## config.mk

```make
export PLATFORM = sky130hd
export DESIGN_NAME = bmp_stream_to_pixels
export DESIGN_NICKNAME = d
export VERILOG_FILES = /design/src/sv/bmp_pkg.sv /design/src/sv/bmp_stream_to_pixels.sv
export SDC_FILE = /design/constraint.sdc
export NUM_CORES = 1
export LEC_CHECK = 0
export ABC_AREA = 0
export BUFFER_PORTS_ARGS = -buffer_cell sky130_fd_sc_hd__buf_4
export CORE_AREA = 4 4 186 279
export DETAILED_ROUTE_END_ITERATION = 10
export DIE_AREA = 0 0 190 283
export GPL_TIMING_DRIVEN = 0
export SETUP_SLACK_MARGIN = 0.02
export SYNTH_ARGS = -nofsm -noshare
export SYNTH_HDL_FRONTEND = slang
export SYNTH_SLANG_ARGS = --single-unit
```

## constraint.sdc

```tcl
create_clock -name clk -period 6.5 [get_ports clk]
set_input_delay 0 -clock clk [delete_from_list [all_inputs] [get_ports clk]]
set_output_delay 0 -clock clk [all_outputs]
set_load 0.03 [all_outputs]
```

## src/sv/bmp_pkg.sv

```systemverilog
// ----------------------------------------------------------------------------
// bmp_pkg
// Shared types, constants and helpers for the BMP byte-stream pixel decoder.
// ----------------------------------------------------------------------------
package bmp_pkg;

  // Largest image dimension; magnitudes above it clamp to it.
  localparam int unsigned MAX_DIM = 2048;
  localparam int unsigned DIM_W   = $clog2(MAX_DIM + 1);

  // Header layout.
  localparam int unsigned PIXEL_DATA_OFFSET = 54;
  localparam int unsigned OFS_W             = 6;
  localparam logic [OFS_W-1:0] HDR_WIDTH_LO  = 6'h12;
  localparam logic [OFS_W-1:0] HDR_WIDTH_HI  = 6'h15;
  localparam logic [OFS_W-1:0] HDR_HEIGHT_LO = 6'h16;
  localparam logic [OFS_W-1:0] HDR_HEIGHT_HI = 6'h19;
  localparam logic [OFS_W-1:0] HDR_DEPTH_LO  = 6'h1C;
  localparam logic [OFS_W-1:0] HDR_DEPTH_HI  = 6'h1D;
  localparam logic [OFS_W-1:0] HDR_LAST      = 6'(PIXEL_DATA_OFFSET - 1);

  localparam logic [15:0] DEPTH_ARGB = 16'd32;

  // Configuration register indexes.
  localparam int unsigned CFG_IDX_W = 1;
  typedef enum logic [CFG_IDX_W-1:0] {
    CFG_ORIGIN_X = 1'b0,
    CFG_ORIGIN_Y = 1'b1
  } cfg_idx_t;

  localparam int unsigned ORIGIN_W = 11;
  localparam int unsigned COORD_W  = 12;

  typedef enum logic [1:0] {
    PH_HEADER = 2'd0,
    PH_PIXEL  = 2'd1,
    PH_PAD    = 2'd2,
    PH_DONE   = 2'd3
  } phase_t;

  typedef struct packed {
    logic [7:0] file_byte;
    logic       start_of_file;
  } in_item_t;

  typedef struct packed {
    logic [COORD_W-1:0] pixel_x;
    logic [COORD_W-1:0] pixel_y;
    logic [31:0]        pixel_color;
    logic               last_pixel;
  } out_item_t;

  // Absolute value of a signed 32-bit dimension, clamped at MAX_DIM.
  function automatic logic [DIM_W-1:0] dim_magnitude(input logic [31:0] v);
    logic [31:0] m;
    m = v[31] ? (32'd0 - v) : v;
    if (m > 32'(MAX_DIM)) begin
      return DIM_W'(MAX_DIM);
    end
    return m[DIM_W-1:0];
  endfunction

endpackage

```

## src/sv/bmp_stream_to_pixels.sv

```systemverilog
// ----------------------------------------------------------------------------
// bmp_stream_to_pixels
// Parses a 24/32-bit BMP byte stream and emits one screen-placed ARGB pixel
// for each completed pixel of the image.
// ----------------------------------------------------------------------------
//  channel | direction | handshake            | payload
//  in_     | input     | in_valid / in_stall   | in_item_t  (file byte, start)
//  out_    | output    | out_valid / out_stall | out_item_t (x, y, colour, last)
//  cfg_    | input     | cfg_valid / cfg_ready | cfg_index, cfg_data (origins)
//
// One byte is accepted every cycle while in_stall is low; its pixel, if it completes
// one, is registered into the output register, or into the skid register if the
// output is held. The parse state is updated in the accepting cycle, so no byte
// waits on another. This two-entry output buffer lets in_stall be a register: it
// rises only when both entries hold a result. Reset is synchronous and clears the
// parse state, the buffer and the origin registers; cfg_ready is always high.
module bmp_stream_to_pixels
  import bmp_pkg::*;
(
  input  logic                 clk,
  input  logic                 rst_n,
  input  logic                 in_valid,
  output logic                 in_stall,
  input  in_item_t             in_data,
  output logic                 out_valid,
  input  logic                 out_stall,
  output out_item_t            out_data,
  input  logic                 cfg_valid,
  output logic                 cfg_ready,
  input  logic [CFG_IDX_W-1:0] cfg_index,
  input  logic [ORIGIN_W-1:0]  cfg_data
);

  logic [ORIGIN_W-1:0] origin_x_r, origin_y_r;

  phase_t           phase_r, phase_nxt;
  logic [OFS_W-1:0] byte_offset_r, byte_offset_nxt;
  logic [31:0]      image_width_r, image_width_nxt;
  logic [31:0]      image_height_r, image_height_nxt;
  logic [15:0]      bit_depth_r, bit_depth_nxt;
  logic [1:0]       pixel_byte_index_r, pixel_byte_index_nxt;
  logic [23:0]      color_accum_r, color_accum_nxt;
  logic [DIM_W-1:0] column_count_r, column_count_nxt;
  logic [DIM_W-1:0] row_count_r, row_count_nxt;
  logic [1:0]       pad_remaining_r, pad_remaining_nxt;
  logic [DIM_W-1:0] width_mag_r, width_mag_nxt;
  logic [DIM_W-1:0] height_mag_r, height_mag_nxt;
  logic [1:0]       row_pad_r, row_pad_nxt;
  logic             need4_r, need4_nxt;

  logic      out_valid_r, skid_valid_r;
  out_item_t out_item_r, skid_item_r;

  logic      in_accept, out_take;
  logic      res_valid;
  out_item_t res_item;

  // Parse helpers.
  phase_t           cur_phase;
  logic [OFS_W-1:0] cur_offset;
  logic [DIM_W-1:0] hdr_width_mag, hdr_height_mag;
  logic [9:0]       pad_prod;
  logic             pixel_done;
  logic [23:0]      color_rgb;
  logic [DIM_W-1:0] col_pos, row_pos;
  logic             row_end, image_end;
  logic [1:0]       lane;

  assign cfg_ready = 1'b1;
  assign in_stall  = skid_valid_r;
  assign in_accept = in_valid && !skid_valid_r;
  assign out_take  = out_valid_r && !out_stall;
  assign out_valid = out_valid_r;
  assign out_data  = out_item_r;

  always_ff @(posedge clk) begin
    if (!rst_n) begin
      origin_x_r <= '0;
      origin_y_r <= '0;
    end else if (cfg_valid && cfg_ready) begin
      unique case (cfg_idx_t'(cfg_index))
        CFG_ORIGIN_X: origin_x_r <= cfg_data;
        CFG_ORIGIN_Y: origin_y_r <= cfg_data;
        default: ;
      endcase
    end
  end

  always_comb begin
    phase_nxt            = phase_r;
    byte_offset_nxt      = byte_offset_r;
    image_width_nxt      = image_width_r;
    image_height_nxt     = image_height_r;
    bit_depth_nxt        = bit_depth_r;
    pixel_byte_index_nxt = pixel_byte_index_r;
    color_accum_nxt      = color_accum_r;
    column_count_nxt     = column_count_r;
    row_count_nxt        = row_count_r;
    pad_remaining_nxt    = pad_remaining_r;
    width_mag_nxt        = width_mag_r;
    height_mag_nxt       = height_mag_r;
    row_pad_nxt          = row_pad_r;
    need4_nxt            = need4_r;
    res_valid            = 1'b0;
    pixel_done           = 1'b0;
    color_rgb            = color_accum_r;
    lane                 = 2'd0;
    row_end              = 1'b0;
    image_end            = 1'b0;

    // A start-of-file byte is header byte zero, whatever the parse held.
    cur_phase  = in_data.start_of_file ? PH_HEADER : phase_r;
    cur_offset = in_data.start_of_file ? '0 : byte_offset_r;

    // The header fields are complete by the last header byte, so the derived
    // dimensions are worked out once there and held for the pixel array.
    hdr_width_mag  = dim_magnitude(image_width_r);
    hdr_height_mag = dim_magnitude(image_height_r);
    // Padding depends only on bits 4..3 of width * depth.
    pad_prod = hdr_width_mag[4:0] * bit_depth_r[4:0];

    col_pos = image_width_r[31] ? (width_mag_r - 1'b1 - column_count_r) : column_count_r;
    row_pos = image_height_r[31] ? row_count_r : (height_mag_r - 1'b1 - row_count_r);

    if (in_accept) begin
      if (in_data.start_of_file) begin
        pixel_byte_index_nxt = '0;
        column_count_nxt     = '0;
        row_count_nxt        = '0;
        pad_remaining_nxt    = '0;
      end
      unique case (cur_phase)
        PH_HEADER: begin
          lane = cur_offset[1:0] - HDR_WIDTH_LO[1:0];
          if (cur_offset >= HDR_WIDTH_LO && cur_offset <= HDR_WIDTH_HI) begin
            image_width_nxt[8*lane +: 8] = in_data.file_byte;
          end else if (cur_offset >= HDR_HEIGHT_LO && cur_offset <= HDR_HEIGHT_HI) begin
            image_height_nxt[8*lane +: 8] = in_data.file_byte;
          end else if (cur_offset >= HDR_DEPTH_LO && cur_offset <= HDR_DEPTH_HI) begin
            bit_depth_nxt[8*cur_offset[0] +: 8] = in_data.file_byte;
          end
          if (cur_offset >= HDR_LAST) begin
            byte_offset_nxt      = '0;
            pixel_byte_index_nxt = '0;
            column_count_nxt     = '0;
            row_count_nxt        = '0;
            width_mag_nxt        = hdr_width_mag;
            height_mag_nxt       = hdr_height_mag;
            row_pad_nxt          = 2'd0 - pad_prod[4:3];
            need4_nxt            = (bit_depth_r == DEPTH_ARGB);
            phase_nxt = (hdr_width_mag == '0 || hdr_height_mag == '0) ? PH_DONE : PH_PIXEL;
          end else begin
            byte_offset_nxt = cur_offset + 1'b1;
            phase_nxt       = PH_HEADER;
          end
        end
        PH_PAD: begin
          pad_remaining_nxt = pad_remaining_r - 1'b1;
          if (pad_remaining_r == 2'd1) begin
            phase_nxt = PH_PIXEL;
          end
        end
        PH_PIXEL: begin
          case (pixel_byte_index_r)
            2'd0: color_rgb = {16'd0, in_data.file_byte};
            2'd1: color_rgb[15:8]  = in_data.file_byte;
            2'd2: color_rgb[23:16] = in_data.file_byte;
            default: ;
          endcase
          color_accum_nxt = color_rgb;
          pixel_done = need4_r ? (pixel_byte_index_r == 2'd3)
                               : (pixel_byte_index_r == 2'd2);
          pixel_byte_index_nxt = pixel_done ? 2'd0 : pixel_byte_index_r + 1'b1;
          if (pixel_done) begin
            res_valid = 1'b1;
            row_end   = ({1'b0, column_count_r} + 1'b1) >= {1'b0, width_mag_r};
            image_end = row_end && (({1'b0, row_count_r} + 1'b1) >= {1'b0, height_mag_r});
            if (row_end) begin
              column_count_nxt = '0;
              if (image_end) begin
                phase_nxt = PH_DONE;
              end else begin
                row_count_nxt     = row_count_r + 1'b1;
                pad_remaining_nxt = row_pad_r;
                if (row_pad_r != 2'd0) begin
                  phase_nxt = PH_PAD;
                end
              end
            end else begin
              column_count_nxt = column_count_r + 1'b1;
            end
          end
        end
        PH_DONE: phase_nxt = PH_DONE;
        default: ;
      endcase
    end

    res_item.pixel_x     = COORD_W'(origin_x_r) + COORD_W'(col_pos);
    res_item.pixel_y     = COORD_W'(origin_y_r) + COORD_W'(row_pos);
    res_item.pixel_color = {(need4_r ? in_data.file_byte : 8'd0), color_rgb};
    res_item.last_pixel  = image_end;
  end

  always_ff @(posedge clk) begin
    if (!rst_n) begin
      phase_r            <= PH_HEADER;
      byte_offset_r      <= '0;
      pixel_byte_index_r <= '0;
      column_count_r     <= '0;
      row_count_r        <= '0;
      pad_remaining_r    <= '0;
    end else begin
      phase_r            <= phase_nxt;
      byte_offset_r      <= byte_offset_nxt;
      pixel_byte_index_r <= pixel_byte_index_nxt;
      column_count_r     <= column_count_nxt;
      row_count_r        <= row_count_nxt;
      pad_remaining_r    <= pad_remaining_nxt;
    end
  end

  always_ff @(posedge clk) begin
    image_width_r  <= image_width_nxt;
    image_height_r <= image_height_nxt;
    bit_depth_r    <= bit_depth_nxt;
    color_accum_r  <= color_accum_nxt;
    width_mag_r    <= width_mag_nxt;
    height_mag_r   <= height_mag_nxt;
    row_pad_r      <= row_pad_nxt;
    need4_r        <= need4_nxt;
  end

  // Output register with a skid entry behind it. While the skid entry is
  // full no byte is accepted, so a new result never meets a full buffer.
  always_ff @(posedge clk) begin
    if (!rst_n) begin
      out_valid_r  <= 1'b0;
      skid_valid_r <= 1'b0;
    end else if (skid_valid_r) begin
      if (out_take) begin
        out_valid_r  <= 1'b1;
        skid_valid_r <= 1'b0;
      end
    end else if (out_valid_r && !out_take) begin
      skid_valid_r <= res_valid;
    end else begin
      out_valid_r <= res_valid;
    end
  end

  always_ff @(posedge clk) begin
    if (skid_valid_r) begin
      if (out_take) begin
        out_item_r <= skid_item_r;
      end
    end else if (out_valid_r && !out_take) begin
      if (res_valid) begin
        skid_item_r <= res_item;
      end
    end else if (res_valid) begin
      out_item_r <= res_item;
    end
  end

endmodule
```

==> flow_summary_export.csv <==
group,metric,value,unit
synth,synth_warnings,0,
hold_path,min_path_type,"primary input to register",
timing,slew_headroom,0.201,
placement,numPlacedInstances,2432,
critical_path,critPathMaxStageDelay,630,ps
critical_path,critPathMostFrequentCell,"xnor2_1",
clock_tree,cts_num_sinks,305,
die,initial_utilization,0.347,
timing,hold_viol,0,
power_and_ir_drop,seqPwrFrac,0.526,
power_and_ir_drop,p_sw,0.888,mW
synth,synthCells,1681,
die,num_rows,100,
timing,tightest_slew,1190,ps
routing,firstDrtPassIters,5,
power_and_ir_drop,ir_drop,0.167,mV
global_route,grt_max_degree,32,
critical_path,startpoint_type,"register",
timing,fmax,173,MHz
placement,place_hpwl,36.1,mm
critical_path,critical_path_class,"register to register",
critical_path,r2r_start,"image_width_r[5]$_DFFE_PP_",
cells_and_area,area_growth,16.9,%
critical_path,critPathSlowestCell,"nor4_2",
clock_tree,cts_resized,0,
die,coreArea,49400,µm²
synth,async_reset_ff_frac,0,
job,drv_cap,0,
synth,synth_top_area_share,0.387,
clock_tree,numCtsBuffers,29,
power_and_ir_drop,p_per_area,199,nW/µm²
die,die_area,53800,µm²
routing,drc,0,
cells_and_area,antenna_cells,0,
synth,yosysTopAreaCell,"edfxtp_1",
die,die-width,190,µm
timing,finalWorstPathRequiredPeriod,5790,ps
synth,synth.net_count,1805,
critical_path,cp-endpoint,"row_pad_r[1]$_DFFE_PP_",
synth,synth_edf_count,221,
global_route,overflow,0,
synth,synth-seq-cells,305,
die,die_y,283,µm
placement,portBuffers,83,
timing,rsz0062_at_grt,"no",
routing,viasPerCell,5.32,
timing,setup_viol,0,
routing,vias,13400,
cells_and_area,seq_area,8320,µm²
clock_tree,cts_max_level,1,
critical_path,crit-reg2reg-capture,"row_pad_r[1]$_DFFE_PP_",
critical_path,crit_required,6830,ps
power_and_ir_drop,internal_power,3.10,mW
critical_path,crit_arrival,6120,ps
timing,period_share,0.891,
cells_and_area,multi_input_area,8170,µm²
global_route,grt_first_pass_wirelength,72.7,mm
placement,place_area,18700,µm²
cells_and_area,fin_area,20100,µm²
clock_tree,cts_tree,"built",
synth,synth_area_leaders,"edfxtp_1 (39%), dfxtp_1 (9.8%), ha_1 (6.7%)",
synth,syn_area_per_cell,10.2,µm²
critical_path,cp-startpoint,"image_width_r[5]$_DFFE_PP_",
power_and_ir_drop,power_frac_comb,0.044,
cells_and_area,drive_gt1_frac,0.128,
clock_tree,clk_path_buf_depth,3,
synth,synth_ff_type,"edfxtp_1",
run_status,outcome,"completed",
critical_path,path_cells,"nor4_2, nand4_1, or4_1, a211oi_1, a2bb2oi_1, nand4b_1, nand4b_4, nor2b_1, and2_1, ha_1, ha_1, inv_1, fa_1, fa_1, xnor2_1, xnor2_1, xnor2_1, xnor2_1",
synth,yosysSeqAreaShare,0.485,
global_route,antenna_found_initial,0,
placement,gp_congestion,0.899,
routing,drt_wl_total,47.0,mm
clock_tree,cts_root_buf,"clkbuf_16",
power_and_ir_drop,leakagePower,7.51,nW
cells_and_area,final_cell_count_no_fill,2522,
power_and_ir_drop,swShare,0.222,
synth,netlist_area,17200,µm²
timing,final.setup.tns,0,ps
critical_path,worst-path-max-fanout,7,
die,pin_count,86,
cells_and_area,fillers,4788,
routing,post_drt_wl_per_cell,18.6,µm
clock_tree,clkSlewWorstSetupHoldPaths,70,ps
critical_path,worstRegToRegCells,18,
power_and_ir_drop,clkPwrFrac,0.430,
timing,fin_skew,22.3,ps
synth,ys_types,81,
global_route,grt_pass1_vias,13500,
routing,drt-initial-drc-count,836,
routing,drtAntennaViolNets,0,
critical_path,critPathCaptureType,"register",
critical_path,ff2ff_setup_slack,710,ps
global_route,grt_usage,0.168,
timing,slew_viol_final,0,
clock_tree,clock_latency,590,ps
cells_and_area,fin_nets,1960,
logic make-up after synthesis:
logic type | after synthesis | synth area share
simple gates | 570 | 0.166
mux | 83 | 0.0535
fa+ha+maj | 98 | 0.0741
flops | 305 | 0.485
xor+xnor | 89 | 0.0454
compound gates | 352 | 0.135
other cells | 1 | 0.000219
buf+inv | 183 | 0.0405
cells in the mapped netlist (all sizes together), types with 32 or more instances:
master	n
ha	92
o21ai	65
clkbuf	65
nand3	35
inv	107
mux2	69
edfxtp	221
dfxtp	84
and2	32
nor3	50
a21oi	105
nand2	145
nor2	145
xnor2	63
worst min-delay path by stage:
stage / startpoint / to / slack, ps / cells after the start
floorplan: cfg_data[0] / origin_x_r[0]$_SDFFE_PN0P_ / 140 / 2
global placement: cfg_data[0] / origin_x_r[0]$_SDFFE_PN0P_ / 270 / 3
detailed placement: cfg_data[0] / origin_x_r[0]$_SDFFE_PN0P_ / 270 / 3
CTS: cfg_data[0] / origin_y_r[0]$_SDFFE_PN0P_ / 230 / 4
global route: cfg_data[1] / origin_x_r[1]$_SDFFE_PN0P_ / 260 / 4
finish: cfg_data[3] / origin_x_r[3]$_SDFFE_PN0P_ / 260 / 4
what timing repair did:
action / in CTS / in global routing
setup buffers: 0 / 0
hold buffers: 36 / 0
endpoints found under the setup margin: 0 / 0
endpoints found under the hold margin: 183 / 0
metal layers:
metal / track usage / share of wire
met1: 0.179 / 0.37
met2: 0.330 / 0.55
met3: 0.0163 / 0.034
met4: 0.0702 / 0.043
met5: 0 / 0
power groups by stage:
stage	combinational, mW	clock [mW]	sequential (mW)
detailed placement	0.156	0	2.14
global route	0.191	1.84	2.10
global placement	0.152	0	2.14
finish	0.174	1.72	2.10
CTS	0.173	1.75	2.10
floorplan	0.0987	0	2.14
through the flow:
stage	worst slack [ps]	power [mW]	utilization	hold slack, ps
after floorplan	233	2.24	-	136
after global placement	-3540	2.30	0.377	267
after detailed placement	790	2.30	0.379	269
after CTS	761	4.03	0.406	233
after global routing	394	4.13	0.406	256
final	707	3.99	0.406	256
placed cells by master, fill, tap and decap left out, types with 32 or more instances in the layout:
cell / count
ha_1: 92
inv_1: 106
nor3_1: 50
and2_1: 32
buf_4: 84
nand3_1: 35
clkbuf_1: 73
xnor2_1: 63
a21oi_1: 105
nor2_1: 142
o21ai_0: 64
edfxtp_1: 221
nand2_1: 145
mux2_2: 69
dfxtp_1: 84
dlygate4sd3_1: 36
area by class of cell:
| class | instances | area share |
|---|---|---|
| sequential | 305 | 0.415 |
| multi-input combinational | 1193 | 0.407 |
| timing repair buffer | 124 | 0.0545 |
| tap | 663 | 0.0414 |
| clock buffer | 38 | 0.0389 |
| inverter | 108 | 0.0202 |
| buffer | 75 | 0.0144 |
| clock inverter | 16 | 0.00873 |
critical path: cells and delay by family, from the launching register on:
kind                     cells  cell delay, ps
buffers and inverters        1              50
flip-flops                   1             520
adder cells (fa/ha/maj)      4            1440
AND/OR/NAND/NOR              7            2490
AO/OA/AOI/OAI                2             470
XOR/XNOR                     4             560
flip-flops by register name (all words and copies together) (netlist names), 6 cells and up:
signal and count:
origin_x_r 11, height_mag_r 12, image_height_r 32, image_width_r 32
row_count_r 12, out_data 57, skid_item_r 57, bit_depth_r 16
byte_offset_r 6, color_accum_r 24, origin_y_r 11, column_count_r 12
width_mag_r 12
No activity file was read; power rests on OpenSTA's default activity.
